--- src/hdl/smph_pkg.sv ---
package smph_pkg;

    localparam int unsigned ADC_W      = 12;
    localparam int unsigned LEVEL_W    = 15;
    localparam int unsigned SUM_W      = 18;
    localparam int unsigned MODE_W     = 2;
    localparam int unsigned CFG_IDX_W  = 3;
    localparam int unsigned CFG_DATA_W = 15;
    localparam int unsigned SAMPLES_DEF = 8;

    // Shared divider: dividend covers the scaled numerator, divisor the calibration span
    localparam int unsigned DIV_W      = 27;
    localparam int unsigned DVS_W      = ADC_W;
    localparam int unsigned DIV_CNT_W  = 5;

    localparam logic [LEVEL_W-1:0] FULL_SCALE = 15'd25600;

    // Register indexes
    localparam logic [CFG_IDX_W-1:0] REG_WET      = 3'd0;
    localparam logic [CFG_IDX_W-1:0] REG_DRY      = 3'd1;
    localparam logic [CFG_IDX_W-1:0] REG_ON_BELOW = 3'd2;
    localparam logic [CFG_IDX_W-1:0] REG_OFF_AT   = 3'd3;
    localparam logic [CFG_IDX_W-1:0] REG_MODE     = 3'd4;
    localparam logic [CFG_IDX_W-1:0] REG_RELAY    = 3'd5;

    // Pump modes
    localparam logic [MODE_W-1:0] MODE_AUTO       = 2'd0;
    localparam logic [MODE_W-1:0] MODE_FORCED_ON  = 2'd1;
    localparam logic [MODE_W-1:0] MODE_FORCED_OFF = 2'd2;

    // Reset values
    localparam logic [ADC_W-1:0]   WET_RST      = 12'd1500;
    localparam logic [ADC_W-1:0]   DRY_RST      = 12'd4095;
    localparam logic [LEVEL_W-1:0] ON_BELOW_RST = 15'd8960;
    localparam logic [LEVEL_W-1:0] OFF_AT_RST   = 15'd15360;

    typedef struct packed {
        logic [ADC_W-1:0]   wet;
        logic [ADC_W-1:0]   dry;
        logic [LEVEL_W-1:0] on_below;
        logic [LEVEL_W-1:0] off_at;
        logic [MODE_W-1:0]  mode;
        logic               relay_level;
    } t_cfg;

    typedef struct packed {
        logic             start;
        logic [DIV_W-1:0] dividend;
        logic [DVS_W-1:0] divisor;
    } t_div_req;

    typedef struct packed {
        logic             done;
        logic [DIV_W-1:0] quotient;
    } t_div_rsp;

endpackage

--- src/hdl/smph_div.sv ---
module smph_div
    import smph_pkg::*;
(
    input  logic     i_clk,
    input  logic     i_rst_n,
    input  t_div_req i_req,
    output t_div_rsp o_rsp
);

    logic                 r_busy;
    logic                 r_done;
    logic [DIV_CNT_W-1:0] r_cnt;
    logic [DVS_W:0]       r_rem;
    logic [DIV_W-1:0]     r_quo;
    logic [DVS_W-1:0]     r_dvs;

    logic [DVS_W:0] rem_sh;
    logic           ge;

    // One restoring step per cycle: shift in the next dividend bit, subtract if it fits
    assign rem_sh = {r_rem[DVS_W-1:0], r_quo[DIV_W-1]};
    assign ge     = rem_sh >= {1'b0, r_dvs};

    always_ff @(posedge i_clk) begin
        if (!i_rst_n) begin
            r_busy <= 1'b0;
            r_done <= 1'b0;
            r_cnt  <= '0;
        end else begin
            r_done <= 1'b0;
            if (i_req.start) begin
                r_busy <= 1'b1;
                r_cnt  <= DIV_CNT_W'(DIV_W - 1);
            end else if (r_busy) begin
                r_cnt <= r_cnt - 1'b1;
                if (r_cnt == '0) begin
                    r_busy <= 1'b0;
                    r_done <= 1'b1;
                end
            end
        end
    end

    always_ff @(posedge i_clk) begin
        if (i_req.start) begin
            r_rem <= '0;
            r_quo <= i_req.dividend;
            r_dvs <= i_req.divisor;
        end else if (r_busy) begin
            r_rem <= ge ? (rem_sh - {1'b0, r_dvs}) : rem_sh;
            r_quo <= {r_quo[DIV_W-2:0], ge};
        end
    end

    assign o_rsp.done     = r_done;
    assign o_rsp.quotient = r_quo;

endmodule

--- src/hdl/smph_seq.sv ---
module smph_seq
    import smph_pkg::*;
#(
    parameter int unsigned SAMPLES = SAMPLES_DEF
) (
    input  logic               i_clk,
    input  logic               i_rst_n,
    input  t_cfg               i_cfg,
    input  logic               i_in_valid,
    output logic               o_in_stall,
    input  logic [ADC_W-1:0]   i_adc_sample,
    output logic               o_out_valid,
    input  logic               i_out_stall,
    output logic [LEVEL_W-1:0] o_moisture_level,
    output logic               o_pump_on,
    output logic               o_relay_drive,
    output logic               o_calibration_error
);

    localparam int unsigned CNT_W = $clog2(SAMPLES + 1);

    typedef enum logic [2:0] {
        S_IDLE,
        S_AVG,
        S_CLAMP,
        S_MUL,
        S_DIVST,
        S_DIV,
        S_OUT
    } t_state;

    t_state               r_state;
    logic [SUM_W-1:0]     r_sum;
    logic [CNT_W-1:0]     r_cnt;
    logic [ADC_W-1:0]     r_avg;
    logic [ADC_W-1:0]     r_num;
    logic [ADC_W-1:0]     r_den;
    logic [DIV_W-1:0]     r_prod;
    logic [LEVEL_W-1:0]   r_moist;
    logic                 r_err;
    logic                 r_pump;
    logic                 r_out_valid;
    logic [LEVEL_W-1:0]   r_out_moist;
    logic                 r_out_pump;
    logic                 r_out_relay;
    logic                 r_out_err;

    logic               accept;
    logic               last_sample;
    logic [SUM_W-1:0]   n_sum;
    logic [ADC_W-1:0]   lo;
    logic [ADC_W-1:0]   hi;
    logic [ADC_W-1:0]   clamped;
    logic               out_free;
    logic               load_out;
    logic               n_pump;
    t_div_req           div_req;
    t_div_rsp           div_rsp;

    assign accept      = i_in_valid && (r_state == S_IDLE);
    assign last_sample = r_cnt == CNT_W'(SAMPLES - 1);
    assign n_sum       = r_sum + SUM_W'(i_adc_sample);
    assign out_free    = !r_out_valid || !i_out_stall;
    assign load_out    = (r_state == S_OUT) && out_free;

    assign lo      = (i_cfg.wet < i_cfg.dry) ? i_cfg.wet : i_cfg.dry;
    assign hi      = (i_cfg.wet < i_cfg.dry) ? i_cfg.dry : i_cfg.wet;
    assign clamped = (r_avg < lo) ? lo : ((r_avg > hi) ? hi : r_avg);

    // Share one divider: the batch average first, then the scaled moisture ratio
    always_comb begin
        div_req.start    = 1'b0;
        div_req.dividend = DIV_W'(n_sum);
        div_req.divisor  = DVS_W'(SAMPLES);
        if (r_state == S_IDLE) begin
            div_req.start = accept && last_sample;
        end else if (r_state == S_DIVST) begin
            div_req.start    = 1'b1;
            div_req.dividend = r_prod;
            div_req.divisor  = r_den;
        end
    end

    always_comb begin
        n_pump = r_pump;
        case (i_cfg.mode)
            MODE_FORCED_ON:  n_pump = 1'b1;
            MODE_FORCED_OFF: n_pump = 1'b0;
            default: begin
                if (r_moist < i_cfg.on_below) begin
                    n_pump = 1'b1;
                end else if (r_moist >= i_cfg.off_at) begin
                    n_pump = 1'b0;
                end
            end
        endcase
    end

    smph_div u_div (
        .i_clk   (i_clk),
        .i_rst_n (i_rst_n),
        .i_req   (div_req),
        .o_rsp   (div_rsp)
    );

    always_ff @(posedge i_clk) begin
        if (!i_rst_n) begin
            r_state     <= S_IDLE;
            r_sum       <= '0;
            r_cnt       <= '0;
            r_pump      <= 1'b0;
            r_out_valid <= 1'b0;
        end else begin
            if (load_out) begin
                r_out_valid <= 1'b1;
            end else if (r_out_valid && !i_out_stall) begin
                r_out_valid <= 1'b0;
            end
            case (r_state)
                S_IDLE: begin
                    if (accept) begin
                        if (last_sample) begin
                            r_sum   <= '0;
                            r_cnt   <= '0;
                            r_state <= S_AVG;
                        end else begin
                            r_sum <= n_sum;
                            r_cnt <= r_cnt + 1'b1;
                        end
                    end
                end
                S_AVG: begin
                    if (div_rsp.done) begin
                        // The average never exceeds the largest sample
                        r_avg <= div_rsp.quotient[ADC_W-1:0];
                        if (i_cfg.wet == i_cfg.dry) begin
                            r_moist <= '0;
                            r_err   <= 1'b1;
                            r_state <= S_OUT;
                        end else begin
                            r_err   <= 1'b0;
                            r_state <= S_CLAMP;
                        end
                    end
                end
                S_CLAMP: begin
                    r_num   <= (clamped >= i_cfg.wet) ? (clamped - i_cfg.wet)
                                                      : (i_cfg.wet - clamped);
                    r_den   <= (i_cfg.dry >= i_cfg.wet) ? (i_cfg.dry - i_cfg.wet)
                                                        : (i_cfg.wet - i_cfg.dry);
                    r_state <= S_MUL;
                end
                S_MUL: begin
                    r_prod  <= DIV_W'(r_num) * DIV_W'(FULL_SCALE);
                    r_state <= S_DIVST;
                end
                S_DIVST: begin
                    r_state <= S_DIV;
                end
                S_DIV: begin
                    if (div_rsp.done) begin
                        if (div_rsp.quotient > DIV_W'(FULL_SCALE)) begin
                            r_moist <= '0;
                        end else begin
                            r_moist <= FULL_SCALE - div_rsp.quotient[LEVEL_W-1:0];
                        end
                        r_state <= S_OUT;
                    end
                end
                S_OUT: begin
                    // Hold the result until the output register is free
                    if (out_free) begin
                        r_pump      <= n_pump;
                        r_out_moist <= r_moist;
                        r_out_pump  <= n_pump;
                        r_out_relay <= n_pump ? i_cfg.relay_level : !i_cfg.relay_level;
                        r_out_err   <= r_err;
                        r_state     <= S_IDLE;
                    end
                end
                default: r_state <= S_IDLE;
            endcase
        end
    end

    assign o_in_stall          = r_state != S_IDLE;
    assign o_out_valid         = r_out_valid;
    assign o_moisture_level    = r_out_moist;
    assign o_pump_on           = r_out_pump;
    assign o_relay_drive       = r_out_relay;
    assign o_calibration_error = r_out_err;

    a_div_done_expected: assert property (@(posedge i_clk) disable iff (!i_rst_n)
        div_rsp.done |-> (r_state == S_AVG || r_state == S_DIV))
        else $error("divider finished outside a wait state");

    a_moist_range: assert property (@(posedge i_clk) disable iff (!i_rst_n)
        r_out_valid |-> (r_out_moist <= FULL_SCALE))
        else $error("moisture above full scale");

    a_err_zero: assert property (@(posedge i_clk) disable iff (!i_rst_n)
        (r_out_valid && r_out_err) |-> (r_out_moist == '0))
        else $error("calibration error with nonzero moisture");

    a_cnt_range: assert property (@(posedge i_clk) disable iff (!i_rst_n)
        r_cnt < CNT_W'(SAMPLES))
        else $error("sample count beyond batch size");

    a_relay_polarity: assert property (@(posedge i_clk) disable iff (!i_rst_n)
        r_out_valid |-> (r_out_relay == (r_out_pump ~^ i_cfg.relay_level)))
        else $error("relay level does not match pump command");

endmodule

--- src/hdl/soil_moisture_pump_hysteresis.sv ---
// Soil moisture pump controller with averaging and hysteresis.
// Input channel: i_in_valid / o_in_stall carry one 12-bit converter sample per
// transaction. Every SAMPLES transactions the batch average is clamped to the
// wet/dry calibration span, mapped to moisture (percent * 256, 25600 = wet)
// and a pump command is produced on the output channel (o_out_valid /
// i_out_stall). Other transactions give no result.
// Stalls: a non-final sample is taken without stalling the input. The final
// sample of a batch keeps the input stalled until its result is loaded into
// the output register: two passes of the shared bit-serial divider (average,
// then moisture ratio) plus clamp, multiply, divider start and output load.
// An equal wet/dry pair skips the second pass and flags calibration_error
// with moisture 0.
// The output register holds a result until taken; a new batch may start
// while it waits, and the block stalls at the end of that batch only if the
// receiver still has not taken the previous result.
// Reset (synchronous, active low) clears the partial sum, sample count, pump
// state and output valid, and restores the calibration and threshold
// registers to their defaults. Write registers only while idle.
module soil_moisture_pump_hysteresis
    import smph_pkg::*;
#(
    parameter int unsigned SAMPLES = SAMPLES_DEF
) (
    input  logic                  i_clk,
    input  logic                  i_rst_n,
    input  logic                  i_cfg_we,
    input  logic [CFG_IDX_W-1:0]  i_cfg_idx,
    input  logic [CFG_DATA_W-1:0] i_cfg_data,
    input  logic                  i_in_valid,
    output logic                  o_in_stall,
    input  logic [ADC_W-1:0]      i_adc_sample,
    output logic                  o_out_valid,
    input  logic                  i_out_stall,
    output logic [LEVEL_W-1:0]    o_moisture_level,
    output logic                  o_pump_on,
    output logic                  o_relay_drive,
    output logic                  o_calibration_error
);

    t_cfg r_cfg;

    // Configuration registers; writes to unused indexes are dropped
    always_ff @(posedge i_clk) begin
        if (!i_rst_n) begin
            r_cfg.wet         <= WET_RST;
            r_cfg.dry         <= DRY_RST;
            r_cfg.on_below    <= ON_BELOW_RST;
            r_cfg.off_at      <= OFF_AT_RST;
            r_cfg.mode        <= MODE_AUTO;
            r_cfg.relay_level <= 1'b0;
        end else if (i_cfg_we) begin
            case (i_cfg_idx)
                REG_WET:      r_cfg.wet         <= i_cfg_data[ADC_W-1:0];
                REG_DRY:      r_cfg.dry         <= i_cfg_data[ADC_W-1:0];
                REG_ON_BELOW: r_cfg.on_below    <= i_cfg_data[LEVEL_W-1:0];
                REG_OFF_AT:   r_cfg.off_at      <= i_cfg_data[LEVEL_W-1:0];
                REG_MODE:     r_cfg.mode        <= i_cfg_data[MODE_W-1:0];
                REG_RELAY:    r_cfg.relay_level <= i_cfg_data[0];
                default: ;
            endcase
        end
    end

    // Sequencer, shared divider and output register
    smph_seq #(
        .SAMPLES (SAMPLES)
    ) u_seq (
        .i_clk               (i_clk),
        .i_rst_n             (i_rst_n),
        .i_cfg               (r_cfg),
        .i_in_valid          (i_in_valid),
        .o_in_stall          (o_in_stall),
        .i_adc_sample        (i_adc_sample),
        .o_out_valid         (o_out_valid),
        .i_out_stall         (i_out_stall),
        .o_moisture_level    (o_moisture_level),
        .o_pump_on           (o_pump_on),
        .o_relay_drive       (o_relay_drive),
        .o_calibration_error (o_calibration_error)
    );

endmodule
--- config.mk ---
export PLATFORM = sky130hd
export DESIGN_NAME = soil_moisture_pump_hysteresis
export DESIGN_NICKNAME = d
export VERILOG_FILES = /design/src/hdl/smph_pkg.sv /design/src/hdl/smph_div.sv /design/src/hdl/smph_seq.sv /design/src/hdl/soil_moisture_pump_hysteresis.sv
export SDC_FILE = /design/constraint.sdc
export NUM_CORES = 1
export LEC_CHECK = 0
export ABC_AREA = 1
export CAP_MARGIN = 15
export CORE_AREA = 3 3 133 232
export DETAILED_ROUTE_END_ITERATION = 10
export DIE_AREA = 0 0 136 235
export DONT_BUFFER_PORTS = 1
export PLACE_DENSITY_LB_ADDON = 0.12
export SYNTH_ARGS = -nofsm -noshare
export SYNTH_HDL_FRONTEND = slang
export SYNTH_SLANG_ARGS = --single-unit
export TNS_END_PERCENT = 10
--- constraint.sdc ---
create_clock -name i_clk -period 6.1 [get_ports i_clk]
set_input_delay 0.61 -clock i_clk [delete_from_list [all_inputs] [get_ports i_clk]]
set_output_delay 0.61 -clock i_clk [all_outputs]
set_load 0.05 [all_outputs]
==> out/qor.tcl, run 1 <==
set qor(critical_path.reg2reg.endpoint) {u_seq.r_num[10]}
set qor(io_buffers) 0
set qor(floorplan.initialDensity) 0.497
set qor(groute.usage.overall) 0.244
set qor(drt-vias-per-instance) 5.48
set qor(cts_hold_buffers) 0
set qor(hp-start) {i_rst_n}
set qor(hold-path-cell-count) 1
set qor(cp_common_cell) {sky130_fd_sc_hd__ha_1}
set qor(power.static_leakage_nw) 6.97
set qor(detailedRoute.firstPassIterationCount) 5
set qor(top_level_ports) 55
set qor(max_freq_mhz) 176
set qor(critical_path_s_top_delay_family) {compound AO/OA/AOI/OAI gates}
set qor(cp.arrival_ps) 5940
set qor(hold_path_end) {r_cfg[37]}
set qor(wirelength_met1_um) 14200
set qor(drtIter0Drc) 670
set qor(grt_max_degree) 62
set qor(ir_drop_mv) 0.228
set qor(syn_area_per_cell_sq_um) 8.50
set qor(htree_levels) 1
set qor(via_count) 11600
set qor(drtAntennaViolNets) 0
set qor(timing.max_slew.rel_slack) 0.243
set qor(mostFrequentLayoutCell) {sky130_fd_sc_hd__nand2_1}
set qor(die-width_um) 136
set qor(detailedPlace.worstSlack_ps) 88.1
set qor(worstSetupPathType) {reg2reg}
set qor(fraction_of_layout_cells_with_a_size_suffix_above_1) 0.0713
set qor(timing.final.crit_share) 0.929
set qor(core-area_sq_mm) 0.0293
set qor(min_path_type) {in2reg}
set qor(worst_r2r_startpoint) {r_cfg[43]}
set qor(drt-total-wl_um) 38800
set qor(synth_async_sr_flop_share) 0
set qor(design.die.area_sq_mm) 0.0320
set qor(status) {finished clean}
set qor(grt_setup_unrepaired) {no}
set qor(finalCriticalPeriod_ps) 5670
set qor(most_frequent_cells_in_the_layout) {sky130_fd_sc_hd__nand2_1, sky130_fd_sc_hd__inv_1, sky130_fd_sc_hd__ha_1}
set qor(whs_ps) 189
set qor(gpl.final_weighted_congestion) 0.923
set qor(insertion_delay_ps) 530
set qor(fill_cells) 2791
set qor(power_density_mw_per_mm2) 302
set qor(synth_cells) 1712
set qor(dp.final_hpwl_um) 30500
set qor(tritoncts_num_sinks) 229
set qor(hold_viol) 0
set qor(met2WireLength_um) 21200
set qor(synthesis.yosys.warnings) 0
set qor(post-route-drc-count) 0
set qor(timing_worst_slew_pin_value_ps) 1130
set qor(cts.clk_slew.worst_paths_ps) 60
set qor(grt_pass1_vias) 11500
set qor(post_synth_num_cell_types) 58
set qor(yosys_most_used_dff) {sky130_fd_sc_hd__edfxtp_1}
set qor(fin_setup_tns_ps) 0
set qor(grt_pass1_wl_um) 61000
set qor(wire_per_inst_um) 18.3
set qor(crit_path_max_fanout) 23
set qor(synth_seq_cells) 229
set qor(num_rows) 83
set qor(cts-root-to-sink-buffers) 3
set qor(synth-edff-count) 126
set qor(tritoncts) {built}
set qor(worst_ep_required_time_ps) 6370
set qor(total_overflow_reported_by_the_global_router) 0
set qor(timing.reg2reg.setup_slack_ps) 430
set qor(die_h_um) 235
set qor(n_antenna_cell) 0
set qor(mappedNetlistNets) 1928
set qor(netlist.area_leader.share) 0.260
set qor(antenna_violations_before_repair) 0
set qor(crit_buf_inv) 5
set qor(flow.area_growth_from_synthesis_pct) 9.30
set qor(final-max-slew-violation-count) 0
set qor(timing.final.ws_setup_ps) 432
set qor(cap_violations) 0
set qor(p_total_mw) 4.80
set qor(slowest_stage_cell_crit_path) {sky130_fd_sc_hd__ha_1}
set qor(setup_viol) 0
set qor(synth.yosys.seq_area_share) 0.402
set qor(cts_root_buf) {sky130_fd_sc_hd__clkbuf_16}
set qor(yosysTopAreaCell) {sky130_fd_sc_hd__edfxtp_1}
set qor(nets) 1936
set qor(end_kind) {flop}
set qor(finClkSkew_ps) 13.1
set qor(highest-signal-layer) {met4}
set qor(met3RoutedLength_um) 1130
set qor(syn_area_sq_mm) 0.0146
set qor(rr_worst_depth) 28
set qor(cts_buffers) 24
set qor(top_post_synthesis_cells_by_area) {sky130_fd_sc_hd__edfxtp_1, sky130_fd_sc_hd__ha_1, sky130_fd_sc_hd__dfxtp_1, sky130_fd_sc_hd__nand2_1, sky130_fd_sc_hd__inv_1}
set qor(critical_path.startpoint_type) {flop}
set qor(cp_slowest_stage_delay_ps) 420
[stage by stage]
step	instances	cell area, sq um	util
floorplan	1712	14600	-
global placement	2074	15000	0.514
detailed placement	2074	15000	0.514
CTS	2118	15900	0.541
global route	2120	15900	0.543
finish	2120	15900	0.543
[final cells by class]
type / count / area (sq um) / area share
clock inverters: 12 / 143 / 0.00897
flip-flops and latches: 229 / 5850 / 0.368
well taps: 382 / 478 / 0.0300
multi-input cells: 1176 / 7590 / 0.477
inverters: 264 / 995 / 0.0625
repair buffers: 25 / 195 / 0.0123
clock buffers: 32 / 662 / 0.0416
[power by group]
part           switching, mW  internal (mW)  total (mW)  leakage, nW
sequential            0.0848           1.79        1.87         2.00
combinational          0.891          0.517        1.41         4.58
clock                  0.629          0.894        1.52        0.394
[what timing repair did]
item,in CTS,in global routing
endpoints found under the setup margin,0,10
gates resized for setup,0,17
buffers inserted,0,2
[registers in the layout, summed over array words and instances (netlist names), 15 cells and up]
signal and flops:
u_seq.r_moist 15, r_cfg 57, u_seq.r_prod 17, u_seq.r_sum 18, u_seq.o_moisture_level 15, u_seq.u_div.r_quo 27
[cells in the mapped netlist (30+ instances only)]
| master | count |
|---|---|
| sky130_fd_sc_hd__a21oi_1 | 155 |
| sky130_fd_sc_hd__clkbuf_1 | 30 |
| sky130_fd_sc_hd__dfxtp_1 | 103 |
| sky130_fd_sc_hd__edfxtp_1 | 126 |
| sky130_fd_sc_hd__ha_1 | 168 |
| sky130_fd_sc_hd__inv_1 | 256 |
| sky130_fd_sc_hd__nand2_1 | 288 |
| sky130_fd_sc_hd__nand3_1 | 38 |
| sky130_fd_sc_hd__nor2_1 | 113 |
| sky130_fd_sc_hd__o211ai_1 | 48 |
| sky130_fd_sc_hd__o21ai_0 | 143 |
| sky130_fd_sc_hd__xor2_1 | 45 |
[worst max path at each step]
| stage | to | slack [ps] | from | cells past startpoint |
|---|---|---|---|---|
| finish | u_seq.r_num[10] | 430 | r_cfg[43] | 28 |
| floorplan | u_seq.r_num[7] | 750 | r_cfg[45] | 31 |
| global placement | u_seq.r_num[10] | 220 | r_cfg[45] | 29 |
| global route | u_seq.r_num[7] | 60 | r_cfg[38] | 30 |
| detailed placement | u_seq.r_num[10] | 90 | r_cfg[45] | 25 |
| CTS | u_seq.r_num[10] | 20 | r_cfg[45] | 25 |
[kinds of logic after synthesis]
kind of cell | count (synthesis) | share of synthesized area
XOR/XNOR | 55 | 0.0336
adder cells (fa/ha/maj) | 181 | 0.162
AO/OA/AOI/OAI | 408 | 0.160
multiplexers | 6 | 0.00430
AND/OR/NAND/NOR | 526 | 0.157
buffers and inverters | 307 | 0.0811
flip-flops | 229 | 0.402
[routing by layer]
| layer | track usage | vias up |
|---|---|---|
| met2 | 0.463 | 253 |
| met1 | 0.262 | 5454 |
| met5 | 0 | - |
| met3 | 0.0204 | 103 |
| li1 | - | 5818 |
| met4 | 0.123 | 0 |
No activity file was read; power rests on OpenSTA's default activity.
==> run 2, diff against run 1 <==
- PLACE_DENSITY_LB_ADDON: 0.12 -> not set
==> run 2 against run 1 <==
  * Hold slack improved by 7.9 ps
  * Total power increased by 0.52%
  * Clock-buffer cell count decreased by 4
  * Critical path depth unchanged
  * Sequential power about the same
  * Sequential share of layout area about the same
  * Wire length decreased by 0.11%
  * Combinational power about the same
  * Worst setup slack improved by 3.2 ps
  * First-iteration DRC count increased by 0.15%
  * Highest routed layer unchanged
==> out/qor.tcl, run 2 (synthesis results as in run 1) <==
set qor(cts_root_buf) {sky130_fd_sc_hd__clkbuf_16}
set qor(mostFrequentLayoutCell) {sky130_fd_sc_hd__nand2_1}
set qor(cts_buffers) 24
set qor(cts.clk_slew.worst_paths_ps) 60
set qor(cp_slowest_stage_delay_ps) 430
set qor(setup_viol) 0
set qor(met2WireLength_um) 21500
set qor(dp.final_hpwl_um) 30400
set qor(htree_levels) 1
set qor(design.die.area_sq_mm) 0.0320
set qor(crit_path_max_fanout) 23
set qor(die-width_um) 136
set qor(max_flop_register) {r_cfg}
set qor(gpl.final_weighted_congestion) 0.908
set qor(wirelength_met1_um) 14600
set qor(nets) 1935
set qor(end_kind) {flop}
set qor(detailedRoute.firstPassIterationCount) 5
set qor(via_count) 11600
set qor(top_level_ports) 55
set qor(biggestRegsByFlops) {r_cfg: 57 flops, u_seq.u_div.r_quo: 27 flops, u_seq.r_sum: 18 flops}
set qor(drt-total-wl_um) 38800
set qor(max_freq_mhz) 177
set qor(timing.final.ws_setup_ps) 436
set qor(critical_path.startpoint_type) {flop}
set qor(met3RoutedLength_um) 1060
set qor(timing.max_slew.rel_slack) 0.373
set qor(grt_pass1_wl_um) 61600
set qor(n_antenna_cell) 0
set qor(total_overflow_reported_by_the_global_router) 0
set qor(grt_max_degree) 62
set qor(finClkSkew_ps) 21.5
set qor(num_rows) 83
set qor(fin_setup_tns_ps) 0
set qor(post-route-util) 0.543
set qor(cp.arrival_ps) 5950
set qor(status) {finished clean}
set qor(tritoncts) {built}
set qor(drt-vias-per-instance) 5.50
set qor(floorplan.initialDensity) 0.497
set qor(die_h_um) 235
set qor(power.static_leakage_nw) 6.99
set qor(io_buffers) 0
set qor(cap_violations) 0
set qor(worst_ep_required_time_ps) 6390
set qor(crit_buf_inv) 6
set qor(flow.area_growth_from_synthesis_pct) 9.34
set qor(power_density_mw_per_mm2) 303
set qor(core-area_sq_mm) 0.0293
set qor(worstSetupPathType) {reg2reg}
set qor(insertion_delay_ps) 540
set qor(min_path_type) {in2reg}
set qor(detailedPlace.worstSlack_ps) 252
set qor(critical_path_s_top_delay_family) {compound AO/OA/AOI/OAI gates}
set qor(finalCriticalPeriod_ps) 5660
set qor(antenna_violations_before_repair) 0
set qor(timing.final.crit_share) 0.929
set qor(drtIter0Drc) 671
set qor(tritoncts_num_sinks) 229
set qor(slowest_stage_cell_crit_path) {sky130_fd_sc_hd__a21oi_1}
set qor(cts-root-to-sink-buffers) 3
set qor(most_frequent_cells_in_the_layout) {sky130_fd_sc_hd__nand2_1, sky130_fd_sc_hd__inv_1, sky130_fd_sc_hd__ha_1}
set qor(final-max-slew-violation-count) 0
set qor(ir_drop_mv) 0.275
set qor(whs_ps) 197
set qor(cts_hold_buffers) 0
set qor(post-route-drc-count) 0
set qor(wire_per_inst_um) 18.3
set qor(flip_flop_count_of_the_largest_register_after_layout) 57
set qor(highest-signal-layer) {met4}
set qor(timing_worst_slew_pin_value_ps) 939
set qor(drtAntennaViolNets) 0
set qor(grt_pass1_vias) 11700
set qor(hold_viol) 0
set qor(groute.usage.overall) 0.244
set qor(fraction_of_layout_cells_with_a_size_suffix_above_1) 0.0708
-- run 2: final timing paths --
check	endpoint	slack, ps	cells after the start	from
setup / recovery	u_seq.r_num[7]	440	28	r_cfg[43]
hold reg to reg	u_seq.o_calibration_error	420	0	u_seq.r_err
setup reg to reg	u_seq.r_num[7]	440	28	r_cfg[43]
hold / removal	r_cfg[37]	200	1	i_rst_n
-- run 2: where the power goes --
group	leakage [nW]	switching, mW	total [mW]	internal, mW
combinational	4.59	0.892	1.41	0.517
sequential	2.00	0.0846	1.87	1.79
clock	0.402	0.643	1.55	0.903
total	6.99	1.62	4.83	3.21
-- run 2: worst register-to-register path, delay by kind of cell (launching register included) --
kind / cells / cell delay (ps)
AO/OA/AOI/OAI: 7 / 1730
adder cells (fa/ha/maj): 3 / 1040
buffers and inverters: 6 / 800
flip-flops: 1 / 360
AND/OR/NAND/NOR: 12 / 1500
-- run 2: cell type report --
cell class                 count  area (sq um)
timing repair buffer          23           180
inverter                     264           995
tap                          382           478
clock inverter                16           208
sequential                   229          5850
clock buffer                  28           616
multi-input combinational   1177          7590
fill                        2792         13400
-- run 2: routing by layer --
metal / track usage / up-vias
li1: - / 5825
met1: 0.266 / 5538
met2: 0.471 / 212
met3: 0.0206 / 74
met4: 0.0960 / 0
met5: 0 / -
-- run 2: what timing repair did --
action                                  CTS  global route
endpoints found under the setup margin    0             9
hold endpoints to repair                  0             0
resized for setup                         0            11
buffers inserted                          0             1
-- run 2: per-stage QoR --
step           area, sq um  std cells  power [mW]
4_1_cts              15900       2116        4.88
3_5_place_dp         15000       2072        3.32
3_3_place_gp         15000       2072        3.30
5_1_grt              15900       2119        5.14
6_report             15900       2119        4.83
2_1_floorplan        14600       1712        2.95
